### config.mk
export PLATFORM = sky130hd
export DESIGN_NAME = frame_buffer_pool_drop_oldest_core_flat
export DESIGN_NICKNAME = d
export VERILOG_FILES = /design/src/hw/rtl/fbp_pkg.sv /design/src/hw/rtl/fbp_req_if.sv /design/src/hw/rtl/fbp_rsp_if.sv /design/src/hw/rtl/fbp_stack_mem.sv /design/src/hw/rtl/frame_buffer_pool_drop_oldest_core.sv /design/src/flat_wrapper.sv
export SDC_FILE = /design/constraint.sdc
export NUM_CORES = 1
export LEC_CHECK = 0
export BUFFER_PORTS_ARGS = -buffer_cell sky130_fd_sc_hd__buf_2
export CAP_MARGIN = 30
export CORE_ASPECT_RATIO = 0.8
export CORE_MARGIN = 2
export CORE_UTILIZATION = 35
export CTS_CLUSTER_DIAMETER = 40
export DETAILED_ROUTE_END_ITERATION = 7
export GPL_TIMING_DRIVEN = 1
export SYNTH_ARGS = -nofsm -noshare
export SYNTH_HDL_FRONTEND = slang
export SYNTH_HIERARCHICAL = 1
export SYNTH_SLANG_ARGS = --single-unit
### constraint.sdc
create_clock -name clk_i -period 3.4 [get_ports clk_i]
set_input_delay 0.51 -clock clk_i [delete_from_list [all_inputs] [get_ports clk_i]]
set_output_delay 0.51 -clock clk_i [all_outputs]
set_load 0.005 [all_outputs]
### src/hw/rtl/fbp_pkg.sv
// Frame buffer pool package: sizes, operation codes and the stack memory request.
// No dependencies; used by the interfaces, the stack memory and the top level.
package fbp_pkg;

  localparam int NUM_BUFFERS = 16;
  localparam int ID_W        = $clog2(NUM_BUFFERS);
  localparam int CNT_W       = $clog2(NUM_BUFFERS + 1);

  typedef enum logic [1:0] {
    OP_GET   = 2'd0,
    OP_PUT   = 2'd1,
    OP_STORE = 2'd2,
    OP_LOAD  = 2'd3
  } op_e;

  typedef struct packed {
    logic            we;
    logic [ID_W-1:0] waddr;
    logic [ID_W-1:0] wdata;
    logic            re;
    logic [ID_W-1:0] raddr;
  } stk_req_t;

endpackage

### src/hw/rtl/fbp_req_if.sv
// Request channel of the frame buffer pool: valid/ready plus operation and id.
// Depends on fbp_pkg.
interface fbp_req_if import fbp_pkg::*; ();
  logic            valid;
  logic            ready;
  op_e             op;
  logic [ID_W-1:0] buffer_id;

  modport source (output valid, output op, output buffer_id, input ready);
  modport sink   (input valid, input op, input buffer_id, output ready);
endinterface

### src/hw/rtl/fbp_rsp_if.sv
// Response channel of the frame buffer pool: valid/ready plus the result fields.
// Depends on fbp_pkg.
interface fbp_rsp_if import fbp_pkg::*; ();
  logic             valid;
  logic             ready;
  logic [ID_W-1:0]  out_id;
  logic             out_valid;
  logic             dropped_oldest;
  logic             op_error;
  logic [CNT_W-1:0] free_count;
  logic [CNT_W-1:0] queued_count;

  modport source (output valid, output out_id, output out_valid, output dropped_oldest,
                  output op_error, output free_count, output queued_count, input ready);
  modport sink   (input valid, input out_id, input out_valid, input dropped_oldest,
                  input op_error, input free_count, input queued_count, output ready);
endinterface

### src/hw/rtl/fbp_stack_mem.sv
// Free stack storage: synchronous memory with registered read.
// Per-entry written flags make an unwritten entry read as its own index.
// Depends on fbp_pkg.
module fbp_stack_mem import fbp_pkg::*; (
  input  logic            clk_i,
  input  logic            rst_ni,
  input  stk_req_t        req_i,
  output logic [ID_W-1:0] rd_data_o
);

  logic [ID_W-1:0]        mem [NUM_BUFFERS];
  logic [NUM_BUFFERS-1:0] written_q;
  logic [ID_W-1:0]        rd_mem_q;
  logic [ID_W-1:0]        rd_addr_q;
  logic                   rd_init_q;

  always_ff @(posedge clk_i) begin
    if (req_i.we) begin
      mem[req_i.waddr] <= req_i.wdata;
    end
    if (req_i.re) begin
      rd_mem_q  <= mem[req_i.raddr];
      rd_addr_q <= req_i.raddr;
    end
  end

  always_ff @(posedge clk_i or negedge rst_ni) begin
    if (!rst_ni) begin
      written_q <= '0;
      rd_init_q <= 1'b0;
    end else begin
      if (req_i.re) begin
        rd_init_q <= !written_q[req_i.raddr];
      end
      if (req_i.we) begin
        written_q[req_i.waddr] <= 1'b1;
      end
    end
  end

  assign rd_data_o = rd_init_q ? rd_addr_q : rd_mem_q;

endmodule

### src/hw/rtl/frame_buffer_pool_drop_oldest_core.sv
// Frame buffer pool with LIFO free stack and FIFO of filled buffers (drop oldest).
// Depends on fbp_pkg, fbp_req_if, fbp_rsp_if and fbp_stack_mem.
//
// Usage:
//   req_i carries one operation per transaction: get, put, store or load, with
//   the buffer id used by put and store. rsp_o returns exactly one transaction
//   per request: the id handed out (get/load), its valid flag, the drop flag
//   when get reclaimed the oldest filled buffer, the error flag for a put to a
//   full stack or a store to a full queue, and both counts after the operation.
//   The request is taken into the core registers together with the memory read;
//   the result moves into the output register once that register is free.
//   Requests do not overlap: after acceptance the stack or queue memory is
//   read synchronously, and no new request is taken until the result has
//   moved into the output register.
//   A finished response waits in the output register while the next request is
//   accepted; if the receiver still stalls, the following result waits in the
//   core and req_i.ready stays low until the output register frees up.
//   Reset: all ids free (stack entry i reads as id i through written flags, no
//   clearing pass), queue empty, no response pending. Usable right after reset.
module frame_buffer_pool_drop_oldest_core import fbp_pkg::*; (
  input  logic clk_i,
  input  logic rst_ni,
  fbp_req_if.sink   req_i,
  fbp_rsp_if.source rsp_o
);

  typedef enum logic [0:0] {
    S_IDLE,
    S_RESULT
  } state_e;

  typedef enum logic [1:0] {
    SRC_NONE,
    SRC_STACK,
    SRC_QUEUE
  } src_e;

  state_e           state_q;
  logic [CNT_W-1:0] free_top_q, free_top_d;
  logic [ID_W-1:0]  q_head_q, q_head_d;
  logic [CNT_W-1:0] q_len_q, q_len_d;
  src_e             src_q, src_d;
  logic             pend_valid_q, pend_valid_d;
  logic             pend_drop_q, pend_drop_d;
  logic             pend_err_q, pend_err_d;

  logic             rsp_valid_q;
  logic [ID_W-1:0]  rsp_id_q;
  logic             rsp_out_valid_q;
  logic             rsp_drop_q;
  logic             rsp_err_q;
  logic [CNT_W-1:0] rsp_free_q;
  logic [CNT_W-1:0] rsp_queued_q;

  stk_req_t         stk_req;
  logic [ID_W-1:0]  stk_rd_data;
  logic             q_we, q_re;
  logic [ID_W-1:0]  q_waddr;
  logic [ID_W-1:0]  q_mem [NUM_BUFFERS];
  logic [ID_W-1:0]  q_rd_q;
  logic [CNT_W:0]   q_pos_sum;
  logic [ID_W-1:0]  q_head_inc;
  logic             accept;
  logic             out_free;
  logic [ID_W-1:0]  res_id;

  assign accept   = req_i.valid && req_i.ready;
  assign out_free = !rsp_valid_q || rsp_o.ready;

  assign q_pos_sum = (CNT_W+1)'(q_head_q) + (CNT_W+1)'(q_len_q);
  assign q_waddr   = (q_pos_sum >= (CNT_W+1)'(NUM_BUFFERS))
                   ? ID_W'(q_pos_sum - (CNT_W+1)'(NUM_BUFFERS)) : ID_W'(q_pos_sum);
  assign q_head_inc = (q_head_q == ID_W'(NUM_BUFFERS - 1)) ? '0 : q_head_q + 1'b1;

  always_comb begin
    free_top_d   = free_top_q;
    q_head_d     = q_head_q;
    q_len_d      = q_len_q;
    src_d        = SRC_NONE;
    pend_valid_d = 1'b0;
    pend_drop_d  = 1'b0;
    pend_err_d   = 1'b0;
    stk_req      = '0;
    q_we         = 1'b0;
    q_re         = 1'b0;
    if (accept) begin
      unique case (req_i.op)
        OP_GET: begin
          if (free_top_q != '0) begin
            free_top_d    = free_top_q - 1'b1;
            stk_req.re    = 1'b1;
            stk_req.raddr = ID_W'(free_top_q - 1'b1);
            src_d         = SRC_STACK;
            pend_valid_d  = 1'b1;
          end else if (q_len_q != '0) begin
            q_re         = 1'b1;
            q_head_d     = q_head_inc;
            q_len_d      = q_len_q - 1'b1;
            src_d        = SRC_QUEUE;
            pend_valid_d = 1'b1;
            pend_drop_d  = 1'b1;
          end
        end
        OP_PUT: begin
          if (free_top_q < CNT_W'(NUM_BUFFERS)) begin
            stk_req.we    = 1'b1;
            stk_req.waddr = ID_W'(free_top_q);
            stk_req.wdata = req_i.buffer_id;
            free_top_d    = free_top_q + 1'b1;
          end else begin
            pend_err_d = 1'b1;
          end
        end
        OP_STORE: begin
          if (q_len_q < CNT_W'(NUM_BUFFERS)) begin
            q_we    = 1'b1;
            q_len_d = q_len_q + 1'b1;
          end else begin
            pend_err_d = 1'b1;
          end
        end
        OP_LOAD: begin
          if (q_len_q != '0) begin
            q_re         = 1'b1;
            q_head_d     = q_head_inc;
            q_len_d      = q_len_q - 1'b1;
            src_d        = SRC_QUEUE;
            pend_valid_d = 1'b1;
          end
        end
        default: ;
      endcase
    end
  end

  fbp_stack_mem u_stack (
    .clk_i     (clk_i),
    .rst_ni    (rst_ni),
    .req_i     (stk_req),
    .rd_data_o (stk_rd_data)
  );

  always_ff @(posedge clk_i) begin
    if (q_we) begin
      q_mem[q_waddr] <= req_i.buffer_id;
    end
    if (q_re) begin
      q_rd_q <= q_mem[q_head_q];
    end
  end

  always_comb begin
    unique case (src_q)
      SRC_STACK: res_id = stk_rd_data;
      SRC_QUEUE: res_id = q_rd_q;
      default:   res_id = '0;
    endcase
  end

  always_ff @(posedge clk_i or negedge rst_ni) begin
    if (!rst_ni) begin
      state_q         <= S_IDLE;
      free_top_q      <= CNT_W'(NUM_BUFFERS);
      q_head_q        <= '0;
      q_len_q         <= '0;
      src_q           <= SRC_NONE;
      pend_valid_q    <= 1'b0;
      pend_drop_q     <= 1'b0;
      pend_err_q      <= 1'b0;
      rsp_valid_q     <= 1'b0;
      rsp_id_q        <= '0;
      rsp_out_valid_q <= 1'b0;
      rsp_drop_q      <= 1'b0;
      rsp_err_q       <= 1'b0;
      rsp_free_q      <= '0;
      rsp_queued_q    <= '0;
    end else begin
      if (rsp_valid_q && rsp_o.ready && state_q != S_RESULT) begin
        rsp_valid_q <= 1'b0;
      end
      unique case (state_q)
        S_IDLE: begin
          if (accept) begin
            free_top_q   <= free_top_d;
            q_head_q     <= q_head_d;
            q_len_q      <= q_len_d;
            src_q        <= src_d;
            pend_valid_q <= pend_valid_d;
            pend_drop_q  <= pend_drop_d;
            pend_err_q   <= pend_err_d;
            state_q      <= S_RESULT;
          end
        end
        S_RESULT: begin
          if (out_free) begin
            rsp_valid_q     <= 1'b1;
            rsp_id_q        <= res_id;
            rsp_out_valid_q <= pend_valid_q;
            rsp_drop_q      <= pend_drop_q;
            rsp_err_q       <= pend_err_q;
            rsp_free_q      <= free_top_q;
            rsp_queued_q    <= q_len_q;
            state_q         <= S_IDLE;
          end
        end
        default: state_q <= S_IDLE;
      endcase
    end
  end

  assign req_i.ready          = (state_q == S_IDLE);
  assign rsp_o.valid          = rsp_valid_q;
  assign rsp_o.out_id         = rsp_id_q;
  assign rsp_o.out_valid      = rsp_out_valid_q;
  assign rsp_o.dropped_oldest = rsp_drop_q;
  assign rsp_o.op_error       = rsp_err_q;
  assign rsp_o.free_count     = rsp_free_q;
  assign rsp_o.queued_count   = rsp_queued_q;

endmodule

### src/flat_wrapper.sv
// flat-port wrapper written by rule: the top's interface ports become plain ports
module frame_buffer_pool_drop_oldest_core_flat import fbp_pkg::*;
  (clk_i, rst_ni, req_i_valid, req_i_op, req_i_buffer_id, req_i_ready, rsp_o_valid, rsp_o_out_id, rsp_o_out_valid, rsp_o_dropped_oldest, rsp_o_op_error, rsp_o_free_count, rsp_o_queued_count, rsp_o_ready);
  fbp_req_if req_i_i ();
  fbp_rsp_if rsp_o_i ();
  input  logic clk_i;
  input  logic rst_ni;
  input wire logic [$bits(req_i_i.valid)-1:0] req_i_valid;
  input wire logic [$bits(req_i_i.op)-1:0] req_i_op;
  input wire logic [$bits(req_i_i.buffer_id)-1:0] req_i_buffer_id;
  output wire logic [$bits(req_i_i.ready)-1:0] req_i_ready;
  output wire logic [$bits(rsp_o_i.valid)-1:0] rsp_o_valid;
  output wire logic [$bits(rsp_o_i.out_id)-1:0] rsp_o_out_id;
  output wire logic [$bits(rsp_o_i.out_valid)-1:0] rsp_o_out_valid;
  output wire logic [$bits(rsp_o_i.dropped_oldest)-1:0] rsp_o_dropped_oldest;
  output wire logic [$bits(rsp_o_i.op_error)-1:0] rsp_o_op_error;
  output wire logic [$bits(rsp_o_i.free_count)-1:0] rsp_o_free_count;
  output wire logic [$bits(rsp_o_i.queued_count)-1:0] rsp_o_queued_count;
  input wire logic [$bits(rsp_o_i.ready)-1:0] rsp_o_ready;
  assign req_i_i.valid = req_i_valid;
  assign req_i_i.op = req_i_op;
  assign req_i_i.buffer_id = req_i_buffer_id;
  assign req_i_ready = req_i_i.ready;
  assign rsp_o_valid = rsp_o_i.valid;
  assign rsp_o_out_id = rsp_o_i.out_id;
  assign rsp_o_out_valid = rsp_o_i.out_valid;
  assign rsp_o_dropped_oldest = rsp_o_i.dropped_oldest;
  assign rsp_o_op_error = rsp_o_i.op_error;
  assign rsp_o_free_count = rsp_o_i.free_count;
  assign rsp_o_queued_count = rsp_o_i.queued_count;
  assign rsp_o_i.ready = rsp_o_ready;
  frame_buffer_pool_drop_oldest_core u_core (.clk_i(clk_i), .rst_ni(rst_ni), .req_i(req_i_i), .rsp_o(rsp_o_i));
endmodule
=== After elaboration in Yosys (flattened, before gate mapping) ===
Memory sizes are Yosys's and may differ from the RTL's. A register that Yosys moved wholly into a read port is not among the register bits.
Index checks and enable logic that the tools add are counted.
Widths: inputs -> output; s select.

* RAM bits: 128
* Memories: 2
* Bits in read-only memories: 0
* Register bits: 59
* Word-level logic and storage cells: 112
* Bits in latches: 0

* $add $sub $neg: 7
* Multiply operators: 0
* Reduce and logical (&&, ||, !) cells: 18
* Equal/unequal tests: 10
* Magnitude comparators: 6
* Shifts and indexed selects: 0
* Multiplexer cells: 49
* Divide/modulo/power cells: 0
* Bitwise gates (word level): 2

{| class="wikitable"
|+ Memory list
! memory !! words !! bits a word !! rd ports !! clocked after memory_dff !! write ports !! RTL line !! source
|-
| u_core.q_mem || 16 || 4 || 1 || 1 || 1 || frame_buffer_pool_drop_oldest_core.sv:59 || <nowiki>logic [ID_W-1:0] q_mem [NUM_BUFFERS];</nowiki>
|-
| u_core.u_stack.mem || 16 || 4 || 1 || 1 || 1 || fbp_stack_mem.sv:11 || <nowiki>logic [ID_W-1:0] mem [NUM_BUFFERS];</nowiki>
|}

{| class="wikitable"
|+ Operators by type and width
! cell !! number
|-
| $mux 5 || 7
|-
| $mux 1 || 21
|-
| $mux 4 || 5
|-
| $mux 9 || 2
|-
| $or 16x16->16 || 1
|-
| $pmux 4 s2 || 2
|-
| $pmux 5 s3 || 1
|-
| $mux 14 || 1
|-
| $add 5x1->5 const B || 2
|-
| $lt 4x5->1 const B || 2
|-
| $lt 5x5->1 const B || 2
|-
| $pmux 5 s2 || 1
|-
| $reduce_and 5->1 || 2
|-
| $reduce_bool 5->1 || 2
|-
| $sub 5x1->5 const B || 2
|-
| $pmux 1 s2 || 4
|-
| $add 4x5->6 || 1
|-
| $eq 2x2->1 const B || 3
|-
| $ge 6x5->1 const B || 1
|-
| $ne 2x1->1 const B || 3
|-
| $add 4x1->4 const B || 1
|-
| $bmux 1 s4 || 1
|-
| $demux 1 s4 || 1
|-
| $eq 2x1->1 const B || 2
|-
| other kinds (15) || 22
|}

=== Logic depth before layout (Yosys ltp) ===
* Depth in word-level cells: 9
* Mapped depth: 10

=== Cells and area by module ===
Netlist, hierarchy kept.

{| class="wikitable"
|+ By module, submodules not included
! module !! cells an instance !! area an instance (um^2) !! instances
|-
| frame_buffer_pool_drop_oldest_core || 339 || 4,854.7 || 1
|-
| fbp_stack_mem || 167 || 3,497.1 || 1
|}

=== Worst setup path after synthesis ===
No wires, ideal clock.

* Path type: input port to flip-flop
* Start: input port req_i_op[1]
* End: register u_core.u_stack.rd_mem_q[0], read port of u_core.u_stack.mem (data pin)
* Library setup time: 0.272 ns
* Data arrival time: 2.661 ns
* Stages on the path: 9
* Required time: 3.128 ns
* Slack: 0.467 ns
* Cells stage by stage: inv_1 ha_1 clkbuf_1 nand3_1 nor2_1 clkbuf_1 buf_2 mux4_2 mux4_2

{| class="wikitable"
|+ RTL lines
! what !! RTL line !! source
|-
| from (decl) || flat_wrapper.sv:9 || <nowiki>input wire logic [$bits(req_i_i.op)-1:0] req_i_op;</nowiki>
|-
| to (decl) || fbp_stack_mem.sv:13 || <nowiki>logic [ID_W-1:0] rd_mem_q;</nowiki>
|}

==> metrics <==
RR Startpoint=u_core/free_top_q[1]; Sink Count=195; CTS tree=done; worst-skew pair later-pin latency=0.43 ns; layout cells sized above 1=27.97%; async set-or-reset flop fraction in the synthesized netlist=28.21%; P_int=4.871 mW; I/O Buffers=28; Power Total=7.095 mW; root buffer cell=clkbuf_16; initial antenna violation count=0; pwr dens=739.9 nW/um^2; Cell Area, Synth=8352 um^2; share of the synthesized area in the top cell type=50.34%; number of enable flip-flop cells after synthesis=140; Row Count=50; max_cap viols=0; RSZ-0062 raised after global routing=false; worst-path maximum fanout=11; Hold WC Path Type=primary input to async pin; via count=4508; Routed Antenna Nets=0; Setup Viol. Count Final=0; Crit-path slowest cell=mux4_2; CP Class=flip-flop to flip-flop; Sw Pwr=2.224 mW; ranking of synthesized cells by area=edfxtp_1 (50%), dfrtp_1 (16%), mux4_2 (8.9%), ha_1 (2.7%), mux2_2 (2.4%); detailed-route DRC error count=0; Ant. Diodes=0; hold_buf cts=0; pin count of the biggest net entering global routing=35; final worst-path setup slack=0.3353 ns; P_leak=3.523 nW; sequential area share after synthesis=66.83%; Setup crit start kind=flip-flop; Final Core Density=40.98%; critical path cell sequence=inv_1, ha_1, or4b_4, nand3_1, buf_4, nor2_1, buf_4, mux4_1, mux4_2; IO Pins=29; Post-synth top flop=edfxtp_1; Reg clk slew, reported paths=0.07 ns; synthesis-to-finish area growth=14.82%; Comb pwr share=28.5%; vias in the first global route=4689; leading area contributor after synthesis=edfxtp_1; core area=23400 um^2; fin crit share=90.14%; Post-CTS Resized=0; minimum clock period=3.065 ns; starting density of the core=35.70%; worst slack, placed=0.3364 ns; drt first pass iters=5; Slew @ Worst Pin=0.8839 ns; setup_tns=0 ns; Yosys warnings=6; GRT Resource Usage Total=14.82%; Total Wirelength=17190 um; crit end category=flip-flop; Post-Syn Instances=506; Buf+Inv Stages, Crit Path=3; Syn Nets=536; r2r setup slk=0.34 ns; skew final=0.01118 ns; FILL cells=2098; drt first-iter violations=368; CTS buffer count=17; CP max stage delay=0.49 ns; Final Net Count=589; Worst R2R End=u_core/u_stack/rd_mem_q[3]; status=complete, no violations; WL/cell=19.44 um; Vert. Die Dim=142.2 um; GRT overflow=0; Worst Hold Slack=0.1532 ns; clock buffer depth=2; R2R depth=9; first-pass GRT wire length=27630 um; Crit path top cell by count=buf_4; Worst EP required=3.57 ns; DIE AREA=25120 um^2; Final Max Slew Viols=0; crit-path leading delay family=multiplexers; Sw Ratio=31.35%; Slew headroom=40.93%; CTS H-tree depth=4; distinct cell type count of the synthesized netlist=49; worst vdd ir=0.0004742 V; fmax=326.3 MHz; synthesized area per cell=16.51 um^2; Clock Power Share=29.0%; Vias/cell=5.100; part of the power in registers=42.4%; synthesis-stage register bit count=195; RD Place Congestion=0.8150; Setup Fix Bufs, Post-CTS=0; DP HPWL=12480 um; critical path arrival=3.24 ns; die width=176.7 um; endpoints failing hold=0
[worst reg2reg max path: cells and delay by family (launching register included)]
kind	cells	cell delay (ns)
multiplexers	2	0.83
flip-flops	1	0.39
adder cells (fa/ha/maj)	1	0.20
buffers and inverters	3	0.60
AND/OR/NAND/NOR	3	0.79
[synth_stat cells, types with 10 or more instances]
| library cell | instances |
|---|---|
| ha_1 | 18 |
| or2_2 | 16 |
| xnor2_1 | 11 |
| nand2_1 | 24 |
| inv_1 | 12 |
| mux2_2 | 18 |
| mux4_2 | 33 |
| edfxtp_1 | 140 |
| dfrtp_1 | 54 |
| nor2_1 | 41 |
| nor3_1 | 10 |
| nand3_1 | 12 |
[final cells by class]
| type | count | area, um^2 | area share [%] |
|---|---|---|---|
| clock buffers | 18 | 429.2 | 4.475 |
| clock inverters | 14 | 192.7 | 2.009 |
| inverters | 12 | 45.04 | 0.4697 |
| multi-input cells | 280 | 2615 | 27.27 |
| flip-flops and latches | 195 | 5582 | 58.21 |
| well taps | 312 | 390.4 | 4.071 |
| repair buffers | 53 | 335.3 | 3.497 |
[stage by stage]
| step | instances | instance area, um^2 |
|---|---|---|
| finish | 884 | 9589 |
| global route | 884 | 9589 |
| CTS | 884 | 9589 |
| detailed placement | 852 | 8967 |
| global placement | 850 | 8945 |
| floorplan | 506 | 8352 |
[cells in the final DEF, fill, tap and decap left out, types with 10 or more instances in the layout]
cell	Yosys	routed
edfxtp_1	140	140
dfrtp_1	54	54
nor2_1	41	40
mux4_2	33	33
buf_2	7	28
nand2_1	24	24
buf_4	0	24
mux2_2	18	18
ha_1	18	18
clkbuf_16	0	17
or2_2	16	16
inv_1	12	12
nand3_1	12	12
xnor2_1	11	11
nor3_1	10	10
[worst max path at each step]
stage                               startpoint  slack [ns]  depth (start not counted)                         end
after floorplan                    req_i_op[1]        0.47                          9  u_core/u_stack/rd_mem_q[0]
after global placement             req_i_op[1]        0.07                          7  u_core/u_stack/rd_mem_q[3]
after detailed placement           req_i_op[1]        0.34                          9    u_core/u_stack/mem[2][1]
after CTS                 u_core/free_top_q[1]        0.34                          9  u_core/u_stack/rd_mem_q[3]
after global routing      u_core/free_top_q[1]        0.18                          9  u_core/u_stack/rd_mem_q[3]
final                     u_core/free_top_q[1]        0.34                          9  u_core/u_stack/rd_mem_q[3]
[sequential cells by signal (all words and copies together), names as in the netlist]
signal	flops
u_core/rsp_o.op_error	1
u_core/rsp_o.out_id	4
u_core/u_stack/written_q	16
u_core/pend_valid_q	1
u_core/pend_err_q	1
u_core/rsp_o.out_valid	1
u_core/q_mem	64
u_core/q_head_q	4
u_core/q_len_q	5
u_core/rsp_o.free_count	5
u_core/u_stack/rd_addr_q	4
u_core/q_rd_q	4
u_core/free_top_q	5
u_core/u_stack/rd_init_q	1
u_core/rsp_o.queued_count	5
u_core/src_q	2
u_core/rsp_o.valid	1
u_core/pend_drop_q	1
u_core/u_stack/rd_mem_q	4
u_core/rsp_o.dropped_oldest	1
u_core/u_stack/mem	64
u_core/state_q	1
[kinds of logic after synthesis]
group | Yosys count | share of synthesized area, %
DFF | 195 | 66.83
and+or+nand+nor | 133 | 8.060
muxes | 67 | 14.62
AOI/OAI and AO/OA | 45 | 3.850
buffers and inverters | 31 | 1.888
adders and majority gates | 20 | 3.176
xor gates and xnor gates | 15 | 1.573
[metal layers]
layer / up-vias / wire length [um] / GRT usage [%] / share of wire (%)
li1: 2053 / - / - / -
met2: 111 / 8079 / 22.78 / 47
met3: 9 / 791 / 3.579 / 4.6
met4: 0 / 127 / 4.393 / 0.74
met1: 2335 / 8187 / 20.94 / 48
met5: - / 0 / 0 / 0
[power by group through the flow]
stage | combinational [mW] | sequential [mW] | clock (mW)
after floorplan | 1.47 | 3.01 | 0
after global placement | 1.95 | 3.05 | 0
after detailed placement | 2.04 | 3.06 | 0
after CTS | 2.04 | 3.01 | 2.11
after global routing | 2.25 | 3.06 | 2.21
final | 2.02 | 3.01 | 2.06
No activity file was read; power rests on OpenSTA's default activity.
